--- config.mk ---
export PLATFORM = sky130hd
export DESIGN_NAME = bounding_box_border_overlay_core_flat
export DESIGN_NICKNAME = d
export VERILOG_FILES = /design/src/design/bbo_pkg.sv /design/src/design/bbo_req_if.sv /design/src/design/bbo_rsp_if.sv /design/src/design/bbo_box_lane.sv /design/src/design/bounding_box_border_overlay_core.sv /design/src/flat_wrapper.sv
export SDC_FILE = /design/constraint.sdc
export NUM_CORES = 2
export LEC_CHECK = 0
export ABC_AREA = 0
export BUFFER_PORTS_ARGS = -buffer_cell sky130_fd_sc_hd__buf_2
export CORE_MARGIN = 2
export CORE_UTILIZATION = 64
export DETAILED_ROUTE_END_ITERATION = 12
export PLACE_DENSITY_LB_ADDON = 0.1
export SYNTH_ARGS = -nofsm -noshare
export SYNTH_HDL_FRONTEND = slang
export SYNTH_SLANG_ARGS = --single-unit
--- constraint.sdc ---
create_clock -name clock -period 10.9 [get_ports clock]
set_input_delay 1.635 -clock clock [delete_from_list [all_inputs] [get_ports clock]]
set_output_delay 1.635 -clock clock [all_outputs]
set_load 0.02 [all_outputs]
--- src/design/bbo_pkg.sv ---
// ----------------------------------------------------------------------------
// bbo_pkg
// Shared widths, item codes, register indexes and types of the box overlay.
// ----------------------------------------------------------------------------
package bbo_pkg;

   localparam int MAX_BOXES_DEFAULT = 16;
   localparam int BAND_W_DEFAULT    = 2;

   localparam int KIND_W   = 2;
   localparam int SLOT_W   = 4;
   localparam int CORNER_W = 13;
   localparam int PIX_W    = 12;
   localparam int COLOR_W  = 8;
   localparam int DIM_W    = 13;
   // signed width of clamped corners and band bounds (covers -8192 .. 8191)
   localparam int BND_W    = 14;

   localparam int CSR_ADDR_W = 5;
   localparam int CSR_DATA_W = 32;
   localparam int REG_IDX_W  = 3;

   localparam logic [KIND_W-1:0] KIND_CLEAR = 2'd0;
   localparam logic [KIND_W-1:0] KIND_LOAD  = 2'd1;
   localparam logic [KIND_W-1:0] KIND_PIXEL = 2'd2;

   localparam logic [REG_IDX_W-1:0] REG_IMAGE_WIDTH  = 3'd0;
   localparam logic [REG_IDX_W-1:0] REG_IMAGE_HEIGHT = 3'd1;
   localparam logic [REG_IDX_W-1:0] REG_COLOR_R      = 3'd2;
   localparam logic [REG_IDX_W-1:0] REG_COLOR_G      = 3'd3;
   localparam logic [REG_IDX_W-1:0] REG_COLOR_B      = 3'd4;

   localparam logic [DIM_W-1:0]   IMAGE_WIDTH_RST  = 13'd640;
   localparam logic [DIM_W-1:0]   IMAGE_HEIGHT_RST = 13'd480;
   localparam logic [COLOR_W-1:0] COLOR_R_RST      = 8'd255;
   localparam logic [COLOR_W-1:0] COLOR_G_RST      = 8'd255;
   localparam logic [COLOR_W-1:0] COLOR_B_RST      = 8'd0;

   typedef logic signed [BND_W-1:0] bnd_type;

   // precomputed band bounds of one box; every test is then a plain compare
   typedef struct packed {
      bnd_type x0;
      bnd_type x0_end;
      bnd_type x1_start;
      bnd_type x1;
      bnd_type y0;
      bnd_type y0_end;
      bnd_type y1_start;
      bnd_type y1;
   } bounds_type;

   typedef struct packed {
      logic clear;
      logic load;
   } lane_ctl_type;

endpackage

--- src/design/bbo_req_if.sv ---
// ----------------------------------------------------------------------------
// bbo_req_if
// Input item channel: clear, box load or pixel, with valid/ready handshake.
// ----------------------------------------------------------------------------
interface bbo_req_if;
   logic                                 valid;
   logic                                 ready;
   logic [bbo_pkg::KIND_W-1:0]           kind;
   logic [bbo_pkg::SLOT_W-1:0]           box_index;
   logic signed [bbo_pkg::CORNER_W-1:0]  box_left;
   logic signed [bbo_pkg::CORNER_W-1:0]  box_top;
   logic signed [bbo_pkg::CORNER_W-1:0]  box_right;
   logic signed [bbo_pkg::CORNER_W-1:0]  box_bottom;
   logic [bbo_pkg::PIX_W-1:0]            pixel_x;
   logic [bbo_pkg::PIX_W-1:0]            pixel_y;
   logic [bbo_pkg::COLOR_W-1:0]          in_r;
   logic [bbo_pkg::COLOR_W-1:0]          in_g;
   logic [bbo_pkg::COLOR_W-1:0]          in_b;

   modport source (
      output valid, kind, box_index, box_left, box_top, box_right, box_bottom,
             pixel_x, pixel_y, in_r, in_g, in_b,
      input  ready
   );
   modport sink (
      input  valid, kind, box_index, box_left, box_top, box_right, box_bottom,
             pixel_x, pixel_y, in_r, in_g, in_b,
      output ready
   );
endinterface

--- src/design/bbo_rsp_if.sv ---
// ----------------------------------------------------------------------------
// bbo_rsp_if
// Result item channel: outgoing pixel color and border flag.
// ----------------------------------------------------------------------------
interface bbo_rsp_if;
   logic                        valid;
   logic                        ready;
   logic [bbo_pkg::COLOR_W-1:0] out_r;
   logic [bbo_pkg::COLOR_W-1:0] out_g;
   logic [bbo_pkg::COLOR_W-1:0] out_b;
   logic                        on_border;

   modport source (output valid, out_r, out_g, out_b, on_border, input ready);
   modport sink   (input  valid, out_r, out_g, out_b, on_border, output ready);
endinterface

--- src/design/bbo_box_lane.sv ---
// ----------------------------------------------------------------------------
// bbo_box_lane
// One box table slot: stored band bounds, valid bit and the border hit test.
// ----------------------------------------------------------------------------
module bbo_box_lane (
   input  logic                  clock,
   input  logic                  reset,
   input  bbo_pkg::lane_ctl_type ctl,
   input  bbo_pkg::bounds_type   wr_bounds,
   input  bbo_pkg::bnd_type      pix_x,
   input  bbo_pkg::bnd_type      pix_y,
   output logic                  hit
);

   logic                valid_ff, valid_in;
   bbo_pkg::bounds_type entry_ff, entry_in;
   logic                rows, cols, left_band, right_band, top_band, bottom_band;

   always_comb begin
      valid_in = valid_ff;
      if (ctl.clear) begin
         valid_in = 1'b0;
      end else if (ctl.load) begin
         valid_in = 1'b1;
      end
      entry_in = ctl.load ? wr_bounds : entry_ff;
   end

   always_ff @(posedge clock) begin
      if (reset) begin
         valid_ff <= 1'b0;
      end else begin
         valid_ff <= valid_in;
      end
   end

   // table contents are undefined until loaded
   always_ff @(posedge clock) begin
      entry_ff <= entry_in;
   end

   always_comb begin
      rows        = (pix_y >= entry_ff.y0) && (pix_y < entry_ff.y1);
      cols        = (pix_x >= entry_ff.x0) && (pix_x < entry_ff.x1);
      left_band   = (pix_x >= entry_ff.x0) && (pix_x < entry_ff.x0_end);
      right_band  = (pix_x >= entry_ff.x1_start) && (pix_x < entry_ff.x1);
      top_band    = (pix_y >= entry_ff.y0) && (pix_y < entry_ff.y0_end);
      bottom_band = (pix_y >= entry_ff.y1_start) && (pix_y < entry_ff.y1);
      hit = valid_ff && ((rows && (left_band || right_band)) ||
                         (cols && (top_band || bottom_band)));
   end

endmodule

--- src/design/bounding_box_border_overlay_core.sv ---
// ----------------------------------------------------------------------------
// bounding_box_border_overlay_core
// Paints the outlines of up to MAX_BOXES boxes onto an RGB pixel stream.
// ----------------------------------------------------------------------------
// Takes one item per clock while input ready is high and returns a result per
// pixel item; clear and box-load items produce no result. The work runs in
// a three-stage pipeline: stage one clamps box corners into the image or
// checks a pixel against the image size, stage two writes the box table (one
// register lane per slot) or tests the pixel against all lanes at once, and
// stage three is the output register. Table writes and pixel tests happen in
// the same stage, so every pixel sees exactly the boxes loaded before it.
// Input ready drops only while all three stages are full and the result is
// not being taken. Registers may be written only while no item is in flight.
// ----------------------------------------------------------------------------
module bounding_box_border_overlay_core #(
   parameter int MAX_BOXES = bbo_pkg::MAX_BOXES_DEFAULT,
   parameter int BAND_W    = bbo_pkg::BAND_W_DEFAULT
) (
   input  logic                             clock,
   input  logic                             reset,
   bbo_req_if.sink                          req,
   bbo_rsp_if.source                        rsp,
   input  logic                             csr_psel,
   input  logic                             csr_penable,
   input  logic                             csr_pwrite,
   input  logic [bbo_pkg::CSR_ADDR_W-1:0]   csr_paddr,
   input  logic [bbo_pkg::CSR_DATA_W-1:0]   csr_pwdata,
   output logic [bbo_pkg::CSR_DATA_W-1:0]   csr_prdata,
   output logic                             csr_pready
);

   typedef struct packed {
      logic [bbo_pkg::KIND_W-1:0]          kind;
      logic [bbo_pkg::SLOT_W-1:0]          slot;
      logic signed [bbo_pkg::CORNER_W-1:0] left;
      logic signed [bbo_pkg::CORNER_W-1:0] top;
      logic signed [bbo_pkg::CORNER_W-1:0] right;
      logic signed [bbo_pkg::CORNER_W-1:0] bottom;
      logic [bbo_pkg::PIX_W-1:0]           x;
      logic [bbo_pkg::PIX_W-1:0]           y;
      logic [bbo_pkg::COLOR_W-1:0]         r;
      logic [bbo_pkg::COLOR_W-1:0]         g;
      logic [bbo_pkg::COLOR_W-1:0]         b;
   } s1_item_type;

   typedef struct packed {
      logic [bbo_pkg::KIND_W-1:0]  kind;
      logic [bbo_pkg::SLOT_W-1:0]  slot;
      bbo_pkg::bnd_type            x0;
      bbo_pkg::bnd_type            y0;
      bbo_pkg::bnd_type            x1;
      bbo_pkg::bnd_type            y1;
      logic [bbo_pkg::PIX_W-1:0]   x;
      logic [bbo_pkg::PIX_W-1:0]   y;
      logic                        in_image;
      logic [bbo_pkg::COLOR_W-1:0] r;
      logic [bbo_pkg::COLOR_W-1:0] g;
      logic [bbo_pkg::COLOR_W-1:0] b;
   } s2_item_type;

   typedef struct packed {
      logic [bbo_pkg::COLOR_W-1:0] r;
      logic [bbo_pkg::COLOR_W-1:0] g;
      logic [bbo_pkg::COLOR_W-1:0] b;
      logic                        on_border;
   } s3_item_type;

   // clamp v into [0, limit-1]; a zero limit gives 0
   function automatic bbo_pkg::bnd_type clamp_coord(
      input bbo_pkg::bnd_type              v,
      input logic [bbo_pkg::DIM_W-1:0]     limit
   );
      logic signed [bbo_pkg::BND_W:0] hi;
      logic signed [bbo_pkg::BND_W:0] vv;
      logic signed [bbo_pkg::BND_W:0] res;
      hi  = $signed((bbo_pkg::BND_W + 1)'(limit)) - $signed((bbo_pkg::BND_W + 1)'(1));
      vv  = (bbo_pkg::BND_W + 1)'(v);
      res = (vv > hi) ? hi : vv;
      if (res < 0) begin
         res = '0;
      end
      return bbo_pkg::bnd_type'(res[bbo_pkg::BND_W-1:0]);
   endfunction

   // configuration registers
   logic [bbo_pkg::DIM_W-1:0]   width_ff, width_in;
   logic [bbo_pkg::DIM_W-1:0]   height_ff, height_in;
   logic [bbo_pkg::COLOR_W-1:0] color_r_ff, color_r_in;
   logic [bbo_pkg::COLOR_W-1:0] color_g_ff, color_g_in;
   logic [bbo_pkg::COLOR_W-1:0] color_b_ff, color_b_in;
   logic                        csr_wr;
   logic [bbo_pkg::REG_IDX_W-1:0] csr_idx;

   assign csr_wr     = csr_psel && csr_penable && csr_pwrite;
   assign csr_idx    = csr_paddr[bbo_pkg::CSR_ADDR_W-1:2];
   assign csr_pready = 1'b1;

   always_comb begin
      width_in   = width_ff;
      height_in  = height_ff;
      color_r_in = color_r_ff;
      color_g_in = color_g_ff;
      color_b_in = color_b_ff;
      if (csr_wr) begin
         case (csr_idx)
            bbo_pkg::REG_IMAGE_WIDTH:  width_in   = csr_pwdata[bbo_pkg::DIM_W-1:0];
            bbo_pkg::REG_IMAGE_HEIGHT: height_in  = csr_pwdata[bbo_pkg::DIM_W-1:0];
            bbo_pkg::REG_COLOR_R:      color_r_in = csr_pwdata[bbo_pkg::COLOR_W-1:0];
            bbo_pkg::REG_COLOR_G:      color_g_in = csr_pwdata[bbo_pkg::COLOR_W-1:0];
            bbo_pkg::REG_COLOR_B:      color_b_in = csr_pwdata[bbo_pkg::COLOR_W-1:0];
            default: ;
         endcase
      end
   end

   always_ff @(posedge clock) begin
      if (reset) begin
         width_ff   <= bbo_pkg::IMAGE_WIDTH_RST;
         height_ff  <= bbo_pkg::IMAGE_HEIGHT_RST;
         color_r_ff <= bbo_pkg::COLOR_R_RST;
         color_g_ff <= bbo_pkg::COLOR_G_RST;
         color_b_ff <= bbo_pkg::COLOR_B_RST;
      end else begin
         width_ff   <= width_in;
         height_ff  <= height_in;
         color_r_ff <= color_r_in;
         color_g_ff <= color_g_in;
         color_b_ff <= color_b_in;
      end
   end

   always_comb begin
      case (csr_idx)
         bbo_pkg::REG_IMAGE_WIDTH:  csr_prdata = bbo_pkg::CSR_DATA_W'(width_ff);
         bbo_pkg::REG_IMAGE_HEIGHT: csr_prdata = bbo_pkg::CSR_DATA_W'(height_ff);
         bbo_pkg::REG_COLOR_R:      csr_prdata = bbo_pkg::CSR_DATA_W'(color_r_ff);
         bbo_pkg::REG_COLOR_G:      csr_prdata = bbo_pkg::CSR_DATA_W'(color_g_ff);
         bbo_pkg::REG_COLOR_B:      csr_prdata = bbo_pkg::CSR_DATA_W'(color_b_ff);
         default:                   csr_prdata = '0;
      endcase
   end

   // pipeline control
   logic        s1_valid_ff, s1_valid_in;
   logic        s2_valid_ff, s2_valid_in;
   logic        s3_valid_ff, s3_valid_in;
   s1_item_type s1_ff, s1_in;
   s2_item_type s2_ff, s2_in;
   s3_item_type s3_ff, s3_in;
   logic        s1_ready, s2_ready, s3_ready;
   logic        s1_adv, s2_adv, accept, known_kind, s2_pixel;

   assign s2_pixel   = (s2_ff.kind == bbo_pkg::KIND_PIXEL);
   assign s3_ready   = !s3_valid_ff || rsp.ready;
   // clear and load items retire in stage two without a result
   assign s2_adv     = s2_valid_ff && (!s2_pixel || s3_ready);
   assign s2_ready   = !s2_valid_ff || s2_adv;
   assign s1_adv     = s1_valid_ff && s2_ready;
   assign s1_ready   = !s1_valid_ff || s2_ready;
   assign accept     = req.valid && s1_ready;
   assign req.ready  = s1_ready;
   assign known_kind = (req.kind == bbo_pkg::KIND_CLEAR) ||
                       (req.kind == bbo_pkg::KIND_LOAD) ||
                       (req.kind == bbo_pkg::KIND_PIXEL);

   // stage one: take the item, drop the unused kind
   always_comb begin
      s1_valid_in = s1_ready ? (accept && known_kind) : s1_valid_ff;
      s1_in       = s1_ff;
      if (accept) begin
         s1_in.kind   = req.kind;
         s1_in.slot   = req.box_index;
         s1_in.left   = req.box_left;
         s1_in.top    = req.box_top;
         s1_in.right  = req.box_right;
         s1_in.bottom = req.box_bottom;
         s1_in.x      = req.pixel_x;
         s1_in.y      = req.pixel_y;
         s1_in.r      = req.in_r;
         s1_in.g      = req.in_g;
         s1_in.b      = req.in_b;
      end
   end

   // stage one work: clamp corners, check pixel against the image size
   always_comb begin
      s2_valid_in = s2_ready ? s1_valid_ff : s2_valid_ff;
      s2_in       = s2_ff;
      if (s1_adv) begin
         s2_in.kind     = s1_ff.kind;
         s2_in.slot     = s1_ff.slot;
         s2_in.x0       = clamp_coord(bbo_pkg::bnd_type'(s1_ff.left), width_ff);
         s2_in.y0       = clamp_coord(bbo_pkg::bnd_type'(s1_ff.top), height_ff);
         s2_in.x1       = clamp_coord(bbo_pkg::bnd_type'(s1_ff.right) -
                                      bbo_pkg::bnd_type'(1), width_ff);
         s2_in.y1       = clamp_coord(bbo_pkg::bnd_type'(s1_ff.bottom) -
                                      bbo_pkg::bnd_type'(1), height_ff);
         s2_in.x        = s1_ff.x;
         s2_in.y        = s1_ff.y;
         s2_in.in_image = (bbo_pkg::DIM_W'(s1_ff.x) < width_ff) &&
                          (bbo_pkg::DIM_W'(s1_ff.y) < height_ff);
         s2_in.r        = s1_ff.r;
         s2_in.g        = s1_ff.g;
         s2_in.b        = s1_ff.b;
      end
   end

   // stage two work: table write or parallel border test
   bbo_pkg::bounds_type   wr_bounds;
   bbo_pkg::bnd_type      pix_x, pix_y;
   bbo_pkg::lane_ctl_type lane_ctl [MAX_BOXES];
   logic [MAX_BOXES-1:0]  lane_hit;
   logic                  border;

   always_comb begin
      wr_bounds.x0       = s2_ff.x0;
      wr_bounds.x0_end   = s2_ff.x0 + bbo_pkg::bnd_type'(BAND_W);
      wr_bounds.x1_start = s2_ff.x1 - bbo_pkg::bnd_type'(BAND_W);
      wr_bounds.x1       = s2_ff.x1;
      wr_bounds.y0       = s2_ff.y0;
      wr_bounds.y0_end   = s2_ff.y0 + bbo_pkg::bnd_type'(BAND_W);
      wr_bounds.y1_start = s2_ff.y1 - bbo_pkg::bnd_type'(BAND_W);
      wr_bounds.y1       = s2_ff.y1;
      pix_x              = bbo_pkg::bnd_type'(s2_ff.x);
      pix_y              = bbo_pkg::bnd_type'(s2_ff.y);
   end

   for (genvar i = 0; i < MAX_BOXES; i++) begin : g_lane
      // a slot past MAX_BOXES matches no lane, so its load is dropped
      assign lane_ctl[i].clear = s2_adv && (s2_ff.kind == bbo_pkg::KIND_CLEAR);
      assign lane_ctl[i].load  = s2_adv && (s2_ff.kind == bbo_pkg::KIND_LOAD) &&
                                 (32'(s2_ff.slot) == 32'(i));

      bbo_box_lane u_lane (
         .clock     (clock),
         .reset     (reset),
         .ctl       (lane_ctl[i]),
         .wr_bounds (wr_bounds),
         .pix_x     (pix_x),
         .pix_y     (pix_y),
         .hit       (lane_hit[i])
      );
   end

   assign border = s2_ff.in_image && (|lane_hit);

   always_comb begin
      s3_valid_in = s3_ready ? (s2_adv && s2_pixel) : s3_valid_ff;
      s3_in       = s3_ff;
      if (s3_ready && s2_adv && s2_pixel) begin
         s3_in.on_border = border;
         s3_in.r         = border ? color_r_ff : s2_ff.r;
         s3_in.g         = border ? color_g_ff : s2_ff.g;
         s3_in.b         = border ? color_b_ff : s2_ff.b;
      end
   end

   always_ff @(posedge clock) begin
      if (reset) begin
         s1_valid_ff <= 1'b0;
         s2_valid_ff <= 1'b0;
         s3_valid_ff <= 1'b0;
      end else begin
         s1_valid_ff <= s1_valid_in;
         s2_valid_ff <= s2_valid_in;
         s3_valid_ff <= s3_valid_in;
      end
   end

   always_ff @(posedge clock) begin
      s1_ff <= s1_in;
      s2_ff <= s2_in;
      s3_ff <= s3_in;
   end

   assign rsp.valid     = s3_valid_ff;
   assign rsp.out_r     = s3_ff.r;
   assign rsp.out_g     = s3_ff.g;
   assign rsp.out_b     = s3_ff.b;
   assign rsp.on_border = s3_ff.on_border;

endmodule

--- src/flat_wrapper.sv ---
// flat-port wrapper written by rule: the top's interface ports become plain ports
module bounding_box_border_overlay_core_flat 
#(
   parameter int MAX_BOXES = bbo_pkg::MAX_BOXES_DEFAULT,
   parameter int BAND_W    = bbo_pkg::BAND_W_DEFAULT
)
  (clock, reset, csr_psel, csr_penable, csr_pwrite, csr_paddr, csr_pwdata, csr_prdata, csr_pready, req_valid, req_kind, req_box_index, req_box_left, req_box_top, req_box_right, req_box_bottom, req_pixel_x, req_pixel_y, req_in_r, req_in_g, req_in_b, req_ready, rsp_valid, rsp_out_r, rsp_out_g, rsp_out_b, rsp_on_border, rsp_ready);
  bbo_req_if req_i ();
  bbo_rsp_if rsp_i ();
  input  logic clock;
  input  logic reset;
  input  logic csr_psel;
  input  logic csr_penable;
  input  logic csr_pwrite;
  input  logic [bbo_pkg::CSR_ADDR_W-1:0] csr_paddr;
  input  logic [bbo_pkg::CSR_DATA_W-1:0] csr_pwdata;
  output logic [bbo_pkg::CSR_DATA_W-1:0] csr_prdata;
  output logic csr_pready;
  input wire logic [$bits(req_i.valid)-1:0] req_valid;
  input wire logic [$bits(req_i.kind)-1:0] req_kind;
  input wire logic [$bits(req_i.box_index)-1:0] req_box_index;
  input wire logic [$bits(req_i.box_left)-1:0] req_box_left;
  input wire logic [$bits(req_i.box_top)-1:0] req_box_top;
  input wire logic [$bits(req_i.box_right)-1:0] req_box_right;
  input wire logic [$bits(req_i.box_bottom)-1:0] req_box_bottom;
  input wire logic [$bits(req_i.pixel_x)-1:0] req_pixel_x;
  input wire logic [$bits(req_i.pixel_y)-1:0] req_pixel_y;
  input wire logic [$bits(req_i.in_r)-1:0] req_in_r;
  input wire logic [$bits(req_i.in_g)-1:0] req_in_g;
  input wire logic [$bits(req_i.in_b)-1:0] req_in_b;
  output wire logic [$bits(req_i.ready)-1:0] req_ready;
  output wire logic [$bits(rsp_i.valid)-1:0] rsp_valid;
  output wire logic [$bits(rsp_i.out_r)-1:0] rsp_out_r;
  output wire logic [$bits(rsp_i.out_g)-1:0] rsp_out_g;
  output wire logic [$bits(rsp_i.out_b)-1:0] rsp_out_b;
  output wire logic [$bits(rsp_i.on_border)-1:0] rsp_on_border;
  input wire logic [$bits(rsp_i.ready)-1:0] rsp_ready;
  assign req_i.valid = req_valid;
  assign req_i.kind = req_kind;
  assign req_i.box_index = req_box_index;
  assign req_i.box_left = req_box_left;
  assign req_i.box_top = req_box_top;
  assign req_i.box_right = req_box_right;
  assign req_i.box_bottom = req_box_bottom;
  assign req_i.pixel_x = req_pixel_x;
  assign req_i.pixel_y = req_pixel_y;
  assign req_i.in_r = req_in_r;
  assign req_i.in_g = req_in_g;
  assign req_i.in_b = req_in_b;
  assign req_ready = req_i.ready;
  assign rsp_valid = rsp_i.valid;
  assign rsp_out_r = rsp_i.out_r;
  assign rsp_out_g = rsp_i.out_g;
  assign rsp_out_b = rsp_i.out_b;
  assign rsp_on_border = rsp_i.on_border;
  assign rsp_i.ready = rsp_ready;
  bounding_box_border_overlay_core #(.MAX_BOXES(MAX_BOXES), .BAND_W(BAND_W)) u_core (.clock(clock), .reset(reset), .req(req_i), .rsp(rsp_i), .csr_psel(csr_psel), .csr_penable(csr_penable), .csr_pwrite(csr_pwrite), .csr_paddr(csr_paddr), .csr_pwdata(csr_pwdata), .csr_prdata(csr_prdata), .csr_pready(csr_pready));
endmodule
Word level (Yosys, flattened, before mapping)
Cells that the tools add are included.
- add/subtract/negate cells: 8
- $mul: 0
- divide/modulo/power cells: 0
- $lt $le $gt $ge: 138
- equal/unequal tests: 23
- shift-type cells: 0
- multiplexer cells: 8
- bitwise logic cells: 0
- reductions and logical operators: 242
- operators with widths (kind ; number):
    >= comparator 13 x 14 -> 1 bit ; 64
    less-than comparator 13 x 14 -> 1 bit ; 64
    logical AND 1 bit ; 173
    one-hot mux 13 bit (5 select lines) ; 1
    less-than comparator 15 x 1 -> 1 bit (second input constant) ; 4
    two-way mux 15 bit ; 4
    logical OR 1 bit ; 54
    equality test 4 bit (second input constant) ; 8
    adder 14 x 3 -> 14 bit (second input constant) ; 2
    greater-than comparator 13 x 14 -> 1 bit ; 2
    greater-than comparator 14 bit ; 2
    subtractor 13 x 1 -> 14 bit (second input constant) ; 2
    subtractor 13 x 2 -> 14 bit (second input constant) ; 2
    subtractor 14 x 3 -> 14 bit (second input constant) ; 2
    less-than comparator 12 x 13 -> 1 bit ; 2
    two-way mux 8 bit ; 3
    equality test 4 x 3 -> 1 bit (second input constant) ; 4
    OR reduction 16 bit ; 1
    AND reduction 2 bit ; 5
    equality test 4 x 2 -> 1 bit (second input constant) ; 2
    equality test 3 x 2 -> 1 bit (second input constant) ; 2
    equality test 2 x 1 -> 1 bit (second input constant) ; 2
    equality test 2 bit (second input constant) ; 2
    equality test 4 x 1 -> 1 bit (second input constant) ; 1
    7 further kinds ; 11
- register bits: 2103
- latch bits: 0
- memory bits (writable): 0
- ROM bits: 0
- output and inout bits: 60
- logic and storage cells: 598
- memories kept: 0

Depth between registers and ports, before layout
- word-level depth: 9
- depth in mapped cells: 20

Modules after synthesis
From an unflattened synthesis, not the netlist that was laid out.
- cells, all modules: 9241
- area, all modules: 113665.3 um^2
- by module, submodules not included (module ; instances ; cells an instance ; area each (um^2)):
    bbo_box_lane ; 16 ; 499 ; 6182.2
    bounding_box_border_overlay_core ; 1 ; 1257 ; 14750.4

Worst setup path after synthesis
OpenSTA, ideal clock, no wires.
- path kind: register to register
- from: register u_core.s2_ff[110] (netlist name)
- to: register u_core.g_lane[0].u_lane.entry_ff[100] (netlist name), enable pin
- library setup time: 709 ps
- data arrival time: 8290 ps
- required time: 10191 ps
- slack: 1900 ps
- stages on the path, launching flop included: 4
- buffers on the path: 0
- cells stage by stage: edfxtp_1 -> nand3b_1 -> or3_1 -> nor3_1
- RTL lines (item ; line ; text):
    start, declared ; bounding_box_border_overlay_core.sv:148 ; s2_item_type s2_ff, s2_in;
    start signal, assigned ; bounding_box_border_overlay_core.sv:272 ; s2_ff <= s2_in;
    end signal, assigned ; bbo_box_lane.sv:39 ; entry_ff <= entry_in;
    end, declared ; bbo_box_lane.sv:16 ; bbo_pkg::bounds_type entry_ff, entry_in;

Final worst setup path
- from: register u_core.s2_ff (netlist bit u_core.pix_y[4])
- to: register u_core.s3_ff (netlist bit u_core.rsp.out_g[3]), data pin
- longest elaborated chain between the ends: 9
- elaborated cells between the ends (all ways): 195
- those cells by class: order compare (64); mux (1); reduce/logical (130)
- RTL lines (item ; line ; text):
    >= comparator 13 x 14 -> 1 bit, or another cell as far along ; bbo_box_lane.sv:43, bbo_box_lane.sv:47 ;
    logical AND 1 bit (on tied branches) ; bbo_box_lane.sv:47, bbo_box_lane.sv:48 ;
    logical OR 1 bit ; bbo_box_lane.sv:50 ; (cols && (top_band || bottom_band)));
    logical AND 1 bit ; bbo_box_lane.sv:50 ;
    logical OR 1 bit ; bbo_box_lane.sv:49 ; hit = valid_ff && ((rows && (left_band || right_band)) ||
    logical AND 1 bit ; bbo_box_lane.sv:49 ;
    OR reduction 16 bit * ; bounding_box_border_overlay_core.sv:245 ; assign border = s2_ff.in_image && (|lane_hit);
    logical AND 1 bit * ; bounding_box_border_overlay_core.sv:245 ;
    two-way mux 8 bit * ; bounding_box_border_overlay_core.sv:253 ; s3_in.g = border ? color_g_ff : s2_ff.g;
    end signal, assigned ; bounding_box_border_overlay_core.sv:273 ; s3_ff <= s3_in;
    end, declared ; bounding_box_border_overlay_core.sv:149 ; s3_item_type s3_ff, s3_in;
Mark *: on every way between the ends. The rest lies on a longest branch, timed or not.
A chain may end at the register's enable or synchronous reset.

==> qor.yml <==
route.detailed.drc: 0
tritonroute_pass_1_iters: 6
max-clock-path-buffers: 3
hold_ws_ps: 420
post_cts_sizing_count: 0
postCtsHoldBufs: 0
clock_sinks: 2039
timing.setup.tns_ps: 0
cts-buffers-inserted: 207
slew_violations: 0
clockRootBuffer: "sky130_fd_sc_hd__clkbuf_16"
postSynth.asyncResetShare: 0
area.growth.synth_to_final_pct: 11.3
initial_util: 0.644
critical_path.endpoint_type: "register"
timing.final.hold_violations: 0
drt.antenna.violating_nets: 0
drtIter0Drc: 6980
cpMaxStageDelayCell: "sky130_fd_sc_hd__edfxtp_1"
worst_ep_arrival_time_ps: 6340
die_span_in_x_um: 409
critPathMaxFanout: 49
timing.final.crit_share: 0.529
final-setup-viol-count: 0
sequential_element_share_of_the_synthesized_area: 0.578
cp_top_family: "compound AO/OA/AOI/OAI gates"
core_um2: 163000
wire_length_of_the_first_global_routing_pass_um: 413000
n_fill_cell: 11000
final_net_count: 10600
insertion_delay_ps: 860
global_route_overflow: 0
viasPerCell: 6.14
post_drt_wl_per_cell_um: 24.8
cell_count_after_synthesis: 8358
pin_count_of_the_biggest_net_entering_global_routing: 69
syn-mean-instance-area_um2: 12.5
cts_setup_buffers: 0
max_slew.worst_pin.slew_ps: 1250
postSynthRegisterBits: 2039
final_common_cell: "sky130_fd_sc_hd__edfxtp_1"
final_cell_mix: "sky130_fd_sc_hd__edfxtp_1 (1970), sky130_fd_sc_hd__inv_1 (1563), sky130_fd_sc_hd__ha_1 (1558)"
fp.dieH_um: 409
status: "completed"
criticalPathCategory: "reg2reg"
gp_congestion: 0.906
layout-drive-gt1-share: 0.0833
syn_area_um2: 105000
timing.slew.headroom: 0.162
cp_data_required_time_ps: 11480
io-pin-count: 210
vias: 68900
final_core_utilization: 0.717
first_global_vias: 68700
power.leakage_nw: 50.1
p_per_area_nw_per_um2: 140
dominantRegCellSynth: "sky130_fd_sc_hd__edfxtp_1"
h-tree-depth: 4
dp_hpwl_um: 177000
rows: 148
clock.fmax_mhz: 174
cap_violations: 0
yosys_warns: 0
edff_count_synth: 1970
cp_slowest_stage_delay_ps: 1090
drt_wl_total_um: 279000
path_buf_inv: 1
setup_repair_after_global_routing_missed_its_margin: "false"
fin_crit_ps: 5760
clk_pin_slew_ps: 60
final.setup_skew_ps: 34.1
grt.total_usage: 0.334
critical_path.cell_chain: "buf_4, ha_1, nand2_1, o21ai_0, a21oi_1, o41ai_1, or4b_2, o32a_1, o22ai_1, or4_4, or4_1, o211ai_2"
min-delay-path-class: "reg2reg"
port_buffers: 168
grt_antenna_before_repair: 10
tritoncts_clock_tree: "built"
worst_ir_drop_vdd_v: 0.000184
die_area_um2: 167000
setup.worst_path.start_class: "register"
netlist-cell-type-count: 83
-- final timing paths --
kind,start,slack (ps),endpoint,cells past startpoint
min,u_core.s1_ff[104],420,u_core.s2_ff[109],0
max,u_core.pix_y[4],5140,u_core.rsp.out_g[3],12
max reg2reg,u_core.pix_y[4],5140,u_core.rsp.out_g[3],12
min reg2reg,u_core.s1_ff[104],420,u_core.s2_ff[109],0
-- layout make-up --
| cell class | count | area, µm² | area share |
|---|---|---|---|
| clock buffers | 267 | 5580 | 0.0479 |
| flip-flops and latches | 2039 | 60500 | 0.520 |
| well taps | 2175 | 2720 | 0.0234 |
| repair buffers | 357 | 2430 | 0.0209 |
| clock inverters | 120 | 1040 | 0.00890 |
| diodes | 5 | 12.5 | 0.000107 |
| inverters | 1563 | 5870 | 0.0503 |
| multi-input cells | 4701 | 38300 | 0.329 |
-- per-stage QoR --
| stage | cell area (µm²) | cells | setup WS, ps | power, mW |
|---|---|---|---|---|
| 4_1_cts | 117000 | 11200 | 5250 | 16.4 |
| 2_1_floorplan | 105000 | 8380 | 1900 | 9.20 |
| 6_report | 117000 | 11200 | 5140 | 16.3 |
| 5_1_grt | 117000 | 11200 | 4960 | 16.8 |
| 3_5_place_dp | 110000 | 10800 | 5280 | 9.53 |
| 3_3_place_gp | 110000 | 10800 | 5280 | 9.51 |
-- worst register-to-register path, cell delays in order, from the launching register on --
cell                       delay [ps]
sky130_fd_sc_hd__edfxtp_1        1090
sky130_fd_sc_hd__buf_4            590
sky130_fd_sc_hd__ha_1             230
sky130_fd_sc_hd__nand2_1           60
sky130_fd_sc_hd__o21ai_0          180
sky130_fd_sc_hd__a21oi_1          100
sky130_fd_sc_hd__o41ai_1          880
sky130_fd_sc_hd__or4b_2           800
sky130_fd_sc_hd__o32a_1           530
sky130_fd_sc_hd__o22ai_1          220
sky130_fd_sc_hd__or4_4            470
sky130_fd_sc_hd__or4_1            270
sky130_fd_sc_hd__o211ai_2          80
-- synthesized netlist by cell type (88+ instances only) --
library cell / instances / area, µm²
sky130_fd_sc_hd__edfxtp_1: 1970 / 59200
sky130_fd_sc_hd__inv_1: 1563 / 5870
sky130_fd_sc_hd__ha_1: 1558 / 19500
sky130_fd_sc_hd__a21oi_1: 508 / 2540
sky130_fd_sc_hd__nand2_1: 419 / 1570
sky130_fd_sc_hd__nor2_1: 347 / 1300
sky130_fd_sc_hd__o21ai_0: 251 / 1260
sky130_fd_sc_hd__a21o_1: 127 / 953
sky130_fd_sc_hd__a211oi_1: 122 / 916
sky130_fd_sc_hd__nand3_1: 106 / 531
sky130_fd_sc_hd__nand4_1: 93 / 582
sky130_fd_sc_hd__nor3_1: 92 / 460
sky130_fd_sc_hd__o21a_1: 88 / 661
-- power breakdown --
group,internal [mW],switching (mW)
Sequential,8.66,0.0369
Combinational,0.198,0.492
Clock,3.96,3.00
Total,12.8,3.53
-- metal layers --
metal  global-route usage  wire length, µm  vias to the layer above
met3               0.0578            27700                      583
met5                    0               13                        -
li1                     -                -                    31500
met4                0.138            12100                        2
met1                0.466           113000                    33700
met2                0.522           126000                     3119
-- flip-flops by register name (all words and copies together), names as in the netlist --
signal                         flops
u_core.s2_valid_ff                 1
u_core.rsp.out_b                   8
u_core.pix_x                      12
u_core.height_ff                  13
u_core.s1_ff                     106
u_core.color_g_ff                  8
u_core.s2_ff                      87
u_core.rsp.out_g                   8
u_core.g_lane.u_lane.entry_ff   1728
u_core.s1_valid_ff                 1
u_core.rsp.valid                   1
u_core.color_b_ff                  8
u_core.pix_y                      12
u_core.rsp.out_r                   8
u_core.width_ff                   13
u_core.rsp.on_border               1
u_core.g_lane.u_lane.valid_ff     16
u_core.color_r_ff                  8
-- kinds of logic after synthesis --
logic type               synth area share
AO/OA/AOI/OAI                      0.0976
multiplexers                      0.00645
AND/OR/NAND/NOR                    0.0651
adder cells (fa/ha/maj)             0.186
other                           0.0000717
flip-flops                          0.578
buffers and inverters              0.0598
XOR/XNOR                          0.00686
Note: power is estimated with default switching activity, not from simulation.
